===== src/hdl/alarm_frame_parser_core_defines.svh =====
// Assertion macros shared by the alarm frame parser RTL.
// Included by modules that carry concurrent checks; depends on nothing else.
`ifndef ALARM_FRAME_PARSER_CORE_DEFINES_SVH
`define ALARM_FRAME_PARSER_CORE_DEFINES_SVH

// Same-cycle implication, disabled while reset is asserted.
`define AFP_ASSERT_NOW(lbl, clk, rst_n, ante, cons) \
  lbl: assert property (@(posedge clk) disable iff (!rst_n) (ante) |-> (cons)) \
    else $error("alarm frame parser check failed");

// Next-cycle implication, disabled while reset is asserted.
`define AFP_ASSERT_NEXT(lbl, clk, rst_n, ante, cons) \
  lbl: assert property (@(posedge clk) disable iff (!rst_n) (ante) |=> (cons)) \
    else $error("alarm frame parser check failed");

`endif


===== src/hdl/afp_pkg.sv =====
// Package for the alarm frame parser: frame kinds, header and tail bytes,
// the event word type and parameter defaults. Depends on nothing.
`timescale 1ns / 1ps

package afp_pkg;

  typedef enum logic [1:0] {
    KIND_ALARM = 2'd0,
    KIND_FAULT = 2'd1,
    KIND_RESET = 2'd2
  } kind_e;

  localparam logic [7:0] HDR_ALARM_FIRST  = 8'h0D;
  localparam logic [7:0] HDR_ALARM_SECOND = 8'hDD;
  localparam logic [7:0] HDR_FAULT_FIRST  = 8'h0E;
  localparam logic [7:0] HDR_FAULT_SECOND = 8'hEE;
  localparam logic [7:0] HDR_RESET_FIRST  = 8'h0A;
  localparam logic [7:0] HDR_RESET_SECOND = 8'hAA;
  localparam logic [7:0] TAIL_BYTE        = 8'hBB;
  localparam logic [7:0] ALARM_ID_MAX     = 8'h11;
  localparam logic [7:0] STATUS_ALARM     = 8'h01;
  localparam logic [7:0] STATUS_FAULT     = 8'h00;

  // Body bytes kept per frame: three ID bytes, the fourth ID byte, status.
  localparam int unsigned BODY_KEEP = 5;
  // Hunt count must reach three before a header is recognized.
  localparam int unsigned HUNT_MIN  = 3;

  localparam int unsigned FRAME_MAX_DEF = 64;
  localparam int unsigned REC_LIMIT_DEF = 256;

  // Register byte address of port_number.
  localparam logic [2:0] REG_PORT_ADDR = 3'd0;

  typedef struct packed {
    kind_e       kind;
    logic [7:0]  controller_id;
    logic [15:0] device_number;
    logic [15:0] loop_number;
    logic [7:0]  port;
  } event_t;

endpackage


===== src/hdl/alarm_frame_parser_core.sv =====
// Alarm frame parser top level: header hunt, frame body capture and event
// output with a two-word output buffer. Depends on afp_pkg and the defines
// header.
`timescale 1ns / 1ps
`include "alarm_frame_parser_core_defines.svh"

// The parser takes one received byte per clock cycle while in_stall_o is low
// and accepts bytes back to back. Each byte is processed by the single stage
// between the parser state registers and the output register; an accepted tail
// byte's event goes to the output register, or to the skid register if the output
// word is held. The output side holds two words; in_stall_o rises only when both
// are full, so a stalled consumer stalls no input until the second word is
// waiting. port_number is read and written over the APB port at address 0.
module alarm_frame_parser_core #(
  parameter int unsigned FrameMax = afp_pkg::FRAME_MAX_DEF,
  parameter int unsigned RecLimit = afp_pkg::REC_LIMIT_DEF
) (
  input  logic        clk_i,
  input  logic        rst_ni,
  // Byte input channel.
  input  logic        in_valid_i,
  output logic        in_stall_o,
  input  logic [7:0]  rx_byte_i,
  // Event output channel.
  output logic        out_valid_o,
  input  logic        out_stall_i,
  output logic [1:0]  event_kind_o,
  output logic [7:0]  controller_id_o,
  output logic [15:0] device_number_o,
  output logic [15:0] loop_number_o,
  output logic [7:0]  port_o,
  // Configuration port.
  input  logic        psel,
  input  logic        penable,
  input  logic        pwrite,
  input  logic [2:0]  paddr,
  input  logic [31:0] pwdata,
  output logic [31:0] prdata,
  output logic        pready
);

  localparam int unsigned HalfLimit = RecLimit / 2;
  localparam int unsigned HuntW     = $clog2(HalfLimit + 2);
  localparam int unsigned LenW      = $clog2(FrameMax);
  localparam int unsigned BodyKeep  = afp_pkg::BODY_KEEP;

  // Configuration register.
  logic [7:0] port_q;

  // Parser state.
  logic [7:0]            last_q, prev_q;
  logic [HuntW-1:0]      hunt_q, hunt_d;
  logic                  in_frame_q, in_frame_d;
  afp_pkg::kind_e        kind_q, kind_d;
  logic [7:0]            ctrl_q, ctrl_d;
  logic [LenW-1:0]       len_q, len_d;
  logic [7:0]            body_q [BodyKeep];
  logic [BodyKeep-1:0]   body_we;
  logic [7:0]            body_v [BodyKeep];

  // Output buffer.
  logic                  ov_q, sv_q;
  afp_pkg::event_t       od_q, sd_q;

  logic                  accept, pop;
  logic                  emit;
  afp_pkg::event_t       ev;

  logic [HuntW:0]        hunt_inc;
  logic [LenW:0]         len_inc;
  logic                  hdr_hit, drop, long_enough, check_ok;
  afp_pkg::kind_e        hdr_kind;

  assign pready = 1'b1;
  assign prdata = (paddr == afp_pkg::REG_PORT_ADDR) ? {24'd0, port_q} : 32'd0;

  always_ff @(posedge clk_i or negedge rst_ni) begin
    if (!rst_ni) begin
      port_q <= 8'd0;
    end else if (psel && penable && pwrite && pready &&
                 paddr == afp_pkg::REG_PORT_ADDR) begin
      port_q <= pwdata[7:0];
    end
  end

  assign in_stall_o = sv_q;
  assign accept     = in_valid_i && !in_stall_o;
  assign pop        = ov_q && !out_stall_i;

  // Header decode on the previous byte and the incoming one.
  always_comb begin
    hdr_hit  = 1'b1;
    hdr_kind = afp_pkg::KIND_ALARM;
    if (last_q == afp_pkg::HDR_ALARM_FIRST && rx_byte_i == afp_pkg::HDR_ALARM_SECOND) begin
      hdr_kind = afp_pkg::KIND_ALARM;
    end else if (last_q == afp_pkg::HDR_FAULT_FIRST &&
                 rx_byte_i == afp_pkg::HDR_FAULT_SECOND) begin
      hdr_kind = afp_pkg::KIND_FAULT;
    end else if (last_q == afp_pkg::HDR_RESET_FIRST &&
                 rx_byte_i == afp_pkg::HDR_RESET_SECOND) begin
      hdr_kind = afp_pkg::KIND_RESET;
    end else begin
      hdr_hit = 1'b0;
    end
  end

  // Body capture: the byte at frame position i lands in entry i. The check
  // below uses the updated view so that a tail in position four is seen.
  for (genvar i = 0; i < BodyKeep; i++) begin : g_body
    assign body_we[i] = in_frame_q && (len_q == LenW'(i));
    assign body_v[i]  = body_we[i] ? rx_byte_i : body_q[i];

    always_ff @(posedge clk_i) begin
      if (accept && body_we[i]) begin
        body_q[i] <= rx_byte_i;
      end
    end
  end

  assign hunt_inc    = {1'b0, hunt_q} + (HuntW+1)'(1);
  assign len_inc     = {1'b0, len_q} + (LenW+1)'(1);
  assign drop        = len_inc >= (LenW+1)'(FrameMax - 2);
  assign long_enough = len_inc >= (LenW+1)'(BodyKeep);

  always_comb begin
    case (kind_q)
      afp_pkg::KIND_ALARM: check_ok = long_enough && (body_v[3] <= afp_pkg::ALARM_ID_MAX) &&
                                      (body_v[4] == afp_pkg::STATUS_ALARM);
      afp_pkg::KIND_FAULT: check_ok = long_enough && (body_v[4] == afp_pkg::STATUS_FAULT);
      afp_pkg::KIND_RESET: check_ok = 1'b1;
      default:             check_ok = 1'b0;
    endcase
  end

  always_comb begin
    hunt_d     = hunt_q;
    in_frame_d = in_frame_q;
    kind_d     = kind_q;
    ctrl_d     = ctrl_q;
    len_d      = len_q;
    emit       = 1'b0;
    if (!in_frame_q) begin
      hunt_d = hunt_inc[HuntW-1:0];
      if (hunt_inc >= (HuntW+1)'(afp_pkg::HUNT_MIN)) begin
        if (hdr_hit) begin
          in_frame_d = 1'b1;
          kind_d     = hdr_kind;
          ctrl_d     = prev_q;
          len_d      = '0;
        end else if (hunt_inc > (HuntW+1)'(HalfLimit)) begin
          hunt_d = '0;
        end
      end
    end else begin
      len_d = len_inc[LenW-1:0];
      if (drop) begin
        in_frame_d = 1'b0;
        len_d      = '0;
        hunt_d     = '0;
      end else if (rx_byte_i == afp_pkg::TAIL_BYTE) begin
        in_frame_d = 1'b0;
        hunt_d     = '0;
        emit       = check_ok;
      end
    end
  end

  // Reset frames and short frames report zero device and loop numbers.
  always_comb begin
    ev.kind          = kind_q;
    ev.controller_id = ctrl_q;
    ev.port          = port_q;
    if (kind_q != afp_pkg::KIND_RESET && long_enough) begin
      ev.device_number = {body_v[0], 8'd0};
      ev.loop_number   = {body_v[2], body_v[1]};
    end else begin
      ev.device_number = 16'd0;
      ev.loop_number   = 16'd0;
    end
  end

  always_ff @(posedge clk_i or negedge rst_ni) begin
    if (!rst_ni) begin
      last_q     <= 8'd0;
      prev_q     <= 8'd0;
      hunt_q     <= '0;
      in_frame_q <= 1'b0;
      kind_q     <= afp_pkg::KIND_ALARM;
      ctrl_q     <= 8'd0;
      len_q      <= '0;
    end else if (accept) begin
      last_q     <= rx_byte_i;
      prev_q     <= last_q;
      hunt_q     <= hunt_d;
      in_frame_q <= in_frame_d;
      kind_q     <= kind_d;
      ctrl_q     <= ctrl_d;
      len_q      <= len_d;
    end
  end

  // Output register with a skid word behind it.
  always_ff @(posedge clk_i or negedge rst_ni) begin
    if (!rst_ni) begin
      ov_q <= 1'b0;
      sv_q <= 1'b0;
    end else if (sv_q) begin
      if (pop) begin
        sv_q <= 1'b0;
      end
    end else if (ov_q && !pop) begin
      sv_q <= accept && emit;
    end else begin
      ov_q <= accept && emit;
    end
  end

  always_ff @(posedge clk_i) begin
    if (sv_q) begin
      if (pop) begin
        od_q <= sd_q;
      end
    end else if (ov_q && !pop) begin
      sd_q <= ev;
    end else begin
      od_q <= ev;
    end
  end

  assign out_valid_o     = ov_q;
  assign event_kind_o    = od_q.kind;
  assign controller_id_o = od_q.controller_id;
  assign device_number_o = od_q.device_number;
  assign loop_number_o   = od_q.loop_number;
  assign port_o          = od_q.port;

  `AFP_ASSERT_NOW(a_skid_behind_out, clk_i, rst_ni, sv_q, ov_q)
  `AFP_ASSERT_NEXT(a_held_word_kept, clk_i, rst_ni, ov_q && out_stall_i, ov_q)
  `AFP_ASSERT_NOW(a_kind_legal, clk_i, rst_ni, ov_q, od_q.kind != 2'd3)
  `AFP_ASSERT_NOW(a_frame_len_bound, clk_i, rst_ni, in_frame_q,
                  {1'b0, len_q} < (LenW+1)'(FrameMax - 2))
  `AFP_ASSERT_NOW(a_hunt_bound, clk_i, rst_ni, !in_frame_q,
                  {1'b0, hunt_q} <= (HuntW+1)'(HalfLimit))

endmodule


===== config.mk =====
export PLATFORM = sky130hd
export DESIGN_NAME = alarm_frame_parser_core
export DESIGN_NICKNAME = d
export VERILOG_FILES = /design/src/hdl/afp_pkg.sv /design/src/hdl/alarm_frame_parser_core.sv
export VERILOG_INCLUDE_DIRS = /design/src /design/src/hdl
export SDC_FILE = /design/constraint.sdc
export NUM_CORES = 1
export LEC_CHECK = 0
export ABC_AREA = 1
export BUFFER_PORTS_ARGS = -buffer_cell sky130_fd_sc_hd__buf_4
export CORE_MARGIN = 1
export CORE_UTILIZATION = 45
export CTS_CLUSTER_DIAMETER = 80
export DETAILED_ROUTE_END_ITERATION = 7
export GPL_ROUTABILITY_DRIVEN = 0
export PLACE_DENSITY = 0.66
export SYNTH_ARGS = -nofsm -noshare
export SYNTH_HDL_FRONTEND = slang
export SYNTH_SLANG_ARGS = --single-unit

===== constraint.sdc =====
create_clock -name clk_i -period 3.45 [get_ports clk_i]
set_input_delay 0.69 -clock clk_i [delete_from_list [all_inputs] [get_ports clk_i]]
set_output_delay 0.69 -clock clk_i [all_outputs]
set_load 0.005 [all_outputs]

Word level (Yosys, flattened, before mapping). Memories as Yosys holds them, arrays and structs flattened. Cells that the tools add are included.

Bits in registers: 151. Memory bits (writable): 40. Input bits: 50. Output and inout bits: 85. Word-level logic and storage cells: 152. Memories kept: 1.

Add/subtract/negate cells: 2. Magnitude comparators: 5. Equality and inequality tests: 18. Multiplexer cells: 60. Bitwise logic cells: 3. Reductions and logical operators: 43.

Memory list: body_q (depth 5, width 8, read ports 5, clocked after memory_dff 0, wr ports 1, line alarm_frame_parser_core.sv:57) `logic [7:0] body_q [BodyKeep];`.

Operators with widths (number): 50-bit 2-to-1 mux (3); 8-bit 2-to-1 mux (16); 8-bit equality test, second input constant (4); 32-bit 2-to-1 mux (1); 8-bit OR reduction (4); 1-bit 2-to-1 mux (28); 8-bit by 4-bit equality test with 1-bit output, second input constant (3); 1-bit logical AND (24); 6-bit 2-to-1 mux (4); 6-bit by 2-bit equality test with 1-bit output, second input constant (2); 3-bit 2-to-1 mux (4); 8-bit by 1-bit adder with 9-bit output, second input constant (1); 9-bit by 2-bit greater-or-equal comparator with 1-bit output, second input constant (1); 9-bit by 8-bit > comparator with 1-bit output, second input constant (1); 8-bit by 1-bit equality test with 1-bit output, second input constant (1); 8-bit by 5-bit less-or-equal comparator with 1-bit output, second input constant (1); 8-bit zero test (1); 2-bit AND reduction (4); 6-bit by 1-bit adder with 7-bit output, second input constant (1); 7-bit by 3-bit greater-or-equal comparator with 1-bit output, second input constant (1); 7-bit by 6-bit greater-or-equal comparator with 1-bit output, second input constant (1); 6-bit by 1-bit equality test with 1-bit output, second input constant (1); 6-bit by 3-bit equality test with 1-bit output, second input constant (1); 6-bit zero test (1); other kinds (14) (22).

Depth between registers and ports, before layout. Gate-level depths: netlist of the first run.

Depth in word-level cells: 13. Mapped depth: 15. Gate-level depth less buffers: 15.

Worst setup path after synthesis of the first run. Ideal clock, no wire load.

Path kind: register to register. Start: reg sv_q (netlist: in_stall_o). End: reg sd_q[0] (netlist name), enable pin. Arrival time: 2.537 ns. Data required time: 3.009 ns. Setup slack: 0.472 ns. Stages on the path, launching flop included: 4. Path buffers: 2. Path through: dfrtp_1 buf_2 clkbuf_1 nor2_1.

Cells in the longest elaborated chain, start to end: 2.

RTL lines: start: declaration (line alarm_frame_parser_core.sv:62) `logic ov_q, sv_q;`; start signal: assignment (line alarm_frame_parser_core.sv:212) `sv_q <= accept && emit;`; 1-bit inverter (no line); 2-bit AND reduction (no line); end signal: assignment (line alarm_frame_parser_core.sv:224) `sd_q <= ev;`; end: declaration (line alarm_frame_parser_core.sv:63) `afp_pkg::event_t od_q, sd_q;`.

Every way passes these cells. A chain may end at the register's enable or synchronous reset.

==> results of run 1 <==
-- worst paths after layout --
path,startpoint,endpoint,slack [ns]
worst max-delay path,len_q[0]$_DFFE_PN0P_,loop_number_o[13]$_DFFE_PP_,0.82
worst min-delay path,rst_ni,last_q[6]$_DFFE_PN0P_,0.29
worst max register to register,len_q[0]$_DFFE_PN0P_,loop_number_o[13]$_DFFE_PP_,0.82
worst min register to register,port_q[7]$_DFFE_PN0P_,sd_q[7]$_DFFE_PP_,0.45
max in group asynchronous,rst_ni,in_stall_o$_DFF_PN0_,2.68
min in group clk_i,port_q[7]$_DFFE_PN0P_,sd_q[7]$_DFFE_PP_,0.45
-- flip-flops by register name (all words and copies together), names as in the netlist, 2 cells and up --
register,count
body_q,39
controller_id_o,8
ctrl_q,8
device_number_o,8
event_kind_o,2
hunt_q,8
kind_q,2
last_q,8
len_q,6
loop_number_o,16
port_o,8
port_q,8
prev_q,8
sd_q,42
-- logic make-up after synthesis --
kind of cell / after synthesis / share of synthesized area [%]
other cells: 2 / 0.0929
xor+xnor: 2 / 0.217
compound gates: 76 / 5.31
flops: 174 / 61.4
fa+ha+maj: 9 / 1.39
simple gates: 425 / 23.9
buf+inv: 122 / 7.61
-- power by group --
| group | internal (mW) | total, mW | switching, mW |
|---|---|---|---|
| Sequential | 2.27 | 2.29 | 0.0257 |
| Combinational | 0.0595 | 0.186 | 0.127 |
| Clock | 1.06 | 1.86 | 0.802 |
| Total | 3.39 | 4.34 | 0.954 |
-- placed cells by master, fill, tap and decap left out, types with 4 or more instances in the layout --
cell and instances:
sky130_fd_sc_hd__conb_1 33, sky130_fd_sc_hd__dfrtp_1 50, sky130_fd_sc_hd__edfxtp_1 123, sky130_fd_sc_hd__nor3_1 10
sky130_fd_sc_hd__nand3_4 4, sky130_fd_sc_hd__clkinvlp_4 5, sky130_fd_sc_hd__nand3_1 31, sky130_fd_sc_hd__nand3_2 8
sky130_fd_sc_hd__nor2_2 24, sky130_fd_sc_hd__nor2_1 75, sky130_fd_sc_hd__inv_1 60, sky130_fd_sc_hd__nand2_1 236
sky130_fd_sc_hd__inv_2 4, sky130_fd_sc_hd__ha_1 9, sky130_fd_sc_hd__buf_4 83, sky130_fd_sc_hd__o21ai_2 11
sky130_fd_sc_hd__a21oi_1 26, sky130_fd_sc_hd__o21ai_0 36, sky130_fd_sc_hd__clkbuf_16 17, sky130_fd_sc_hd__nand4_1 19
sky130_fd_sc_hd__nor2_4 5
-- per-layer routing --
layer  part of all wire (%)  GRT usage, %
met5                      0             0
met4                    1.2          7.10
met3                    4.1          3.39
met2                     50          30.2
met1                     45          23.8
-- synthesized netlist by cell type, types with 4 or more instances --
master / instances
sky130_fd_sc_hd__nand2_1: 236
sky130_fd_sc_hd__edfxtp_1: 123
sky130_fd_sc_hd__nor2_1: 76
sky130_fd_sc_hd__inv_1: 60
sky130_fd_sc_hd__dfrtp_1: 51
sky130_fd_sc_hd__o21ai_0: 36
sky130_fd_sc_hd__buf_4: 34
sky130_fd_sc_hd__nand3_1: 31
sky130_fd_sc_hd__a21oi_1: 26
sky130_fd_sc_hd__nor2_2: 24
sky130_fd_sc_hd__nand4_1: 19
sky130_fd_sc_hd__o21ai_2: 11
sky130_fd_sc_hd__nor3_1: 10
sky130_fd_sc_hd__clkbuf_1: 9
sky130_fd_sc_hd__ha_1: 9
sky130_fd_sc_hd__nand3_2: 8
sky130_fd_sc_hd__buf_2: 6
sky130_fd_sc_hd__buf_1: 4
sky130_fd_sc_hd__inv_2: 4
sky130_fd_sc_hd__nand3_4: 4
sky130_fd_sc_hd__nor2_4: 4
-- area by class of cell --
type	count	area [µm²]	area share, %
tap	225	282	3.02
sequential	174	4970	53.3
inverter	66	248	2.66
clock buffer	21	470	5.04
timing repair buffer	83	623	6.68
multi-input combinational	545	2630	28.2
clock inverter	11	108	1.15
-- critical path, stage by stage (launching register included) --
cell                       delay, ns
sky130_fd_sc_hd__dfrtp_1        0.49
sky130_fd_sc_hd__inv_1          0.15
sky130_fd_sc_hd__ha_1           0.34
sky130_fd_sc_hd__inv_1          0.08
sky130_fd_sc_hd__nand3b_1       0.07
sky130_fd_sc_hd__nand2_1        0.08
sky130_fd_sc_hd__nand2_1        0.05
sky130_fd_sc_hd__nor2_1         0.15
sky130_fd_sc_hd__nand2_1        0.08
sky130_fd_sc_hd__o21ai_2        0.37
sky130_fd_sc_hd__buf_4          0.33
sky130_fd_sc_hd__nor2_1         0.08
sky130_fd_sc_hd__nand2_1        0.06
sky130_fd_sc_hd__nand2_1        0.05
==> metrics, run 1 <==
routed wire length=15800 µm; post-layout instance count excluding filler cells=1125; WS Path Type=reg2reg; largest net degree at the start of global routing=52; Initial Util=46.4%; number of max-capacitance violations reported=0; Post-CTS Setup Inserts=0; Post-synth ARST share=29.3%; result of the run=completed; combined global-route utilization of all metal layers=18.3%; Place WS=0.836 ns; first-pass GRT wire length=25700 µm; global route overflow=0; overall power of the completed layout=4.34 mW; Setup violations, final=0; unrepaired setup endpoints after global routing=no; I/O pins=135; sequential fraction of the synthesis area=61.4%; total of fill cells in the finished design=1562; clock tree skew after final layout=0.0126 ns; maximum clock rate=380 MHz; top area cells in the synthesized netlist=sky130_fd_sc_hd__edfxtp_1, sky130_fd_sc_hd__dfrtp_1, sky130_fd_sc_hd__nand2_1; Area growth, synth to finish=15.3%; number of buffers added by the clock tree synthesis step=17; flip-flop and latch count after synthesis=174; tightest slew margin relative to the limit=32.0%; I/O Buffers=77; Antenna diodes=0; area fraction of the dominant cell type after synthesis=45.7%; total standard cell area after synthesis=0.00809 mm²; final worst-path cycle share=76.2%; Placed Instances=1093; share of layout cells above drive strength 1=20.0%; power density over the cells=465 mW/mm²; CTS Hold Buffers Added=0; Via-to-Cell Ratio=4.90; Yosys Warn Count=0; number of violations reported at the end of detailed-routing iteration 0=391; count of unique library cells instantiated by Yosys=36; Worst Setup Slack, final=0.822 ns; post-synth top area cell=sky130_fd_sc_hd__edfxtp_1; maximum vdd ir drop=330 µV; HPWL Detailed=10800 µm; number of instances in the synthesized netlist=810; initial antenna violation count=0; DR DRC count=0; Clock Pin Slew Worst Setup and Hold Paths=0.07 ns; number of enable-type register cells in the synthesized netlist=123; post-route design area=0.00933 mm²; total negative setup slack=0 ns; DIE AREA=0.0185 mm²; WL per Instance=14.0 µm; library cell used as clock root buffer=sky130_fd_sc_hd__clkbuf_16; Tightest Pin Transition=1.02 ns; CTS max path bufs=2; clock tree from TritonCTS=built; number of pins with negative max-slew slack in the final report=0; core footprint=0.0174 mm²; dpl cell area=0.00875 mm²; die height=136 µm; worst hold path class=in2async; type of element launching the critical path=register; number of global-route vias before repair=5160; cell count of the worst reg-to-reg path=13; post-route minimum period=2.63 ns; fraction of the core area covered by cells at the end of the flow=53.6%; count of clock tree sinks=174; CP Data Required Time=3.65 ns; Leak Pwr=4.01 nW; largest fanout of any net on the critical path=17; Initial DRT Pass Iterations=6; number of cells upsized or downsized after cts=0; vias=5513; Avg Inst Size Synth=9.98 µm²; clock latency of the later-clocked register in the worst-skew pair=0.43 ns; number of placement rows=48; hold_ws=0.292 ns; Die Wd=136 µm; critical path endpoint category=register; Final Hold Vio Count=0; critical path arrival=2.82 ns; Total Nets Final=946; ANT nets after route=0; H-tree levels=4; prevailing post-synth register cell=sky130_fd_sc_hd__edfxtp_1
Note: power is estimated with default switching activity, not from simulation.
==> run 2: changes to the inputs <==
==> constraint.sdc (replaced) <==
create_clock -name clk_i -period 2.6 [get_ports clk_i]
set_input_delay 0.52 -clock clk_i [delete_from_list [all_inputs] [get_ports clk_i]]
set_output_delay 0.52 -clock clk_i [all_outputs]
set_load 0.005 [all_outputs]
==> run 2 against run 1 <==
Effect of this change: utilization up 0.55 points; die area unchanged; global-route usage up 0.058 points.
==> metrics, run 2 (synthesis gave the netlist of run 1 again) <==
combined global-route utilization of all metal layers=18.3%; most flop-heavy register=sd_q; initial antenna violation count=0; number of max-capacitance violations reported=0; Clock Pin Slew Worst Setup and Hold Paths=0.07 ns; crit path from=len_q[0]$_DFFE_PN0P_; total negative setup slack=0 ns; cell count of the worst reg-to-reg path=13; kind of cell adding the most delay to the critical path=simple AND/OR/NAND/NOR gates; reg-to-reg startpoint=len_q[0]$_DFFE_PN0P_; number of placement rows=48; cell with the largest stage delay on the worst path=sky130_fd_sc_hd__dfrtp_1; share of layout cells above drive strength 1=20.4%; commonest cells after routing, fill and taps aside=sky130_fd_sc_hd__nand2_1, sky130_fd_sc_hd__edfxtp_1, sky130_fd_sc_hd__buf_4; post-route minimum period=2.29 ns; Via-to-Cell Ratio=4.93; worst reg-to-reg setup slack=0.31 ns; tightest slew margin relative to the limit=54.6%; result of the run=completed; most common library cell in the layout ignoring fill and taps=sky130_fd_sc_hd__nand2_1; clock tree skew after final layout=0.0116 ns; Initial Util=46.4%; end of the worst register-to-register path=loop_number_o[12]$_DFFE_PP_; HPWL Detailed=10900 µm; Final Hold Vio Count=0; number of global-route vias before repair=5139; Tightest Pin Transition=0.681 ns; number of cells upsized or downsized after cts=0; core footprint=0.0174 mm²; Antenna diodes=0; area of the multi-input gates=0.00263 mm²; Initial DRT Pass Iterations=6; power density over the cells=626 mW/mm²; critical path endpoint category=register; Area growth, synth to finish=16.5%; Setup violations, final=0; DR DRC count=0; instance count on the critical path=13; I/O pins=135; unrepaired setup endpoints after global routing=no; CTS Hold Buffers Added=0; H-tree levels=4; WL per Instance=13.9 µm; clock latency of the later-clocked register in the worst-skew pair=0.43 ns; maximum clock rate=437 MHz; ANT nets after route=0; final worst-path cycle share=87.9%; global route overflow=0; WS Path Type=reg2reg; worst path bufs/invs=3; Post-CTS Setup Inserts=0; die height=136 µm; Worst path most repeated cell=sky130_fd_sc_hd__nand2_1; total of fill cells in the finished design=1539; cell-by-cell trace of the critical path=inv_1, ha_1, inv_1, nand3b_1, nand2_1, nand2_1, nor2_1, nand2_1, o21ai_2, buf_12, nor2_1, nand2_1, nand2_1; count of clock tree sinks=174; routed wire length=15700 µm; CTS max path bufs=2; Total Nets Final=951; library cell used as clock root buffer=sky130_fd_sc_hd__clkbuf_16; largest fanout of any net on the critical path=24; timing endpoint of the critical path=loop_number_o[12]$_DFFE_PP_; clock tree from TritonCTS=built; maximum vdd ir drop=474 µV; CP Data Required Time=2.79 ns; number of violations reported at the end of detailed-routing iteration 0=368; Largest register FFs=42; vias=5575; Leak Pwr=4.07 nW; critical path arrival=2.48 ns; overall power of the completed layout=5.90 mW; number of buffers added by the clock tree synthesis step=17; Sequential Area=0.00497 mm²; I/O Buffers=77; largest net degree at the start of global routing=52; worst hold path class=in2async; Die Wd=136 µm; type of element launching the critical path=register; delay of the slowest critical-path stage=0.53 ns; number of pins with negative max-slew slack in the final report=0; DIE AREA=0.0185 mm²; first-pass GRT wire length=25700 µm
## run 2: changes by cell type in the layout (fill, tap and decap cells not counted), sizes merged
cell      delta
buf          +5
bufinv       +2
clkbuf       -3
clkinv       +2
clkinvlp     -3
inv          +2
## run 2: through the flow
stage	cells	utilization, %	hold slack [ns]	cell area, µm²	setup WS [ns]
2_1_floorplan	841	-	0.224	8210	0.315
3_3_place_gp	1098	50.6	0.427	8810	0.367
3_5_place_dp	1098	50.6	0.429	8810	0.345
4_1_cts	1130	54.1	0.155	9430	0.318
5_1_grt	1130	54.1	0.182	9430	0.132
6_report	1130	54.1	0.131	9430	0.314
## run 2: worst min-delay path by stage
stage,endpoint,cells after the start,start
floorplan,ctrl_q[0]$_DFFE_PN0P_,0,rst_ni
global placement,sd_q[3]$_DFFE_PP_,0,port_q[3]$_DFFE_PN0P_
detailed placement,sd_q[3]$_DFFE_PP_,0,port_q[3]$_DFFE_PN0P_
CTS,hunt_q[3]$_DFFE_PN0P_,1,rst_ni
global route,hunt_q[3]$_DFFE_PN0P_,1,rst_ni
finish,hunt_q[2]$_DFFE_PN0P_,1,rst_ni
## run 2: per-layer routing
layer | global-route usage, % | vias up | wire length [µm]
li1 | - | 2777 | -
met1 | 24.1 | 2621 | 6990
met2 | 29.3 | 152 | 7500
met3 | 4.44 | 25 | 786
met4 | 7.04 | 0 | 389
met5 | 0 | - | 0
## run 2: power breakdown
group          internal, mW  leakage [nW]  switching [mW]
clock network          1.53         0.294            1.08
registers              3.01          1.79          0.0349
logic                0.0801          1.99           0.170
total                  4.62          4.07            1.28
## run 2: cell type report
cell class	count	area share, %
multi-input cells	545	27.9
repair buffers	88	7.27
flip-flops and latches	174	52.7
inverters	66	2.63
well taps	225	2.99
clock buffers	18	4.55
clock inverters	14	1.94
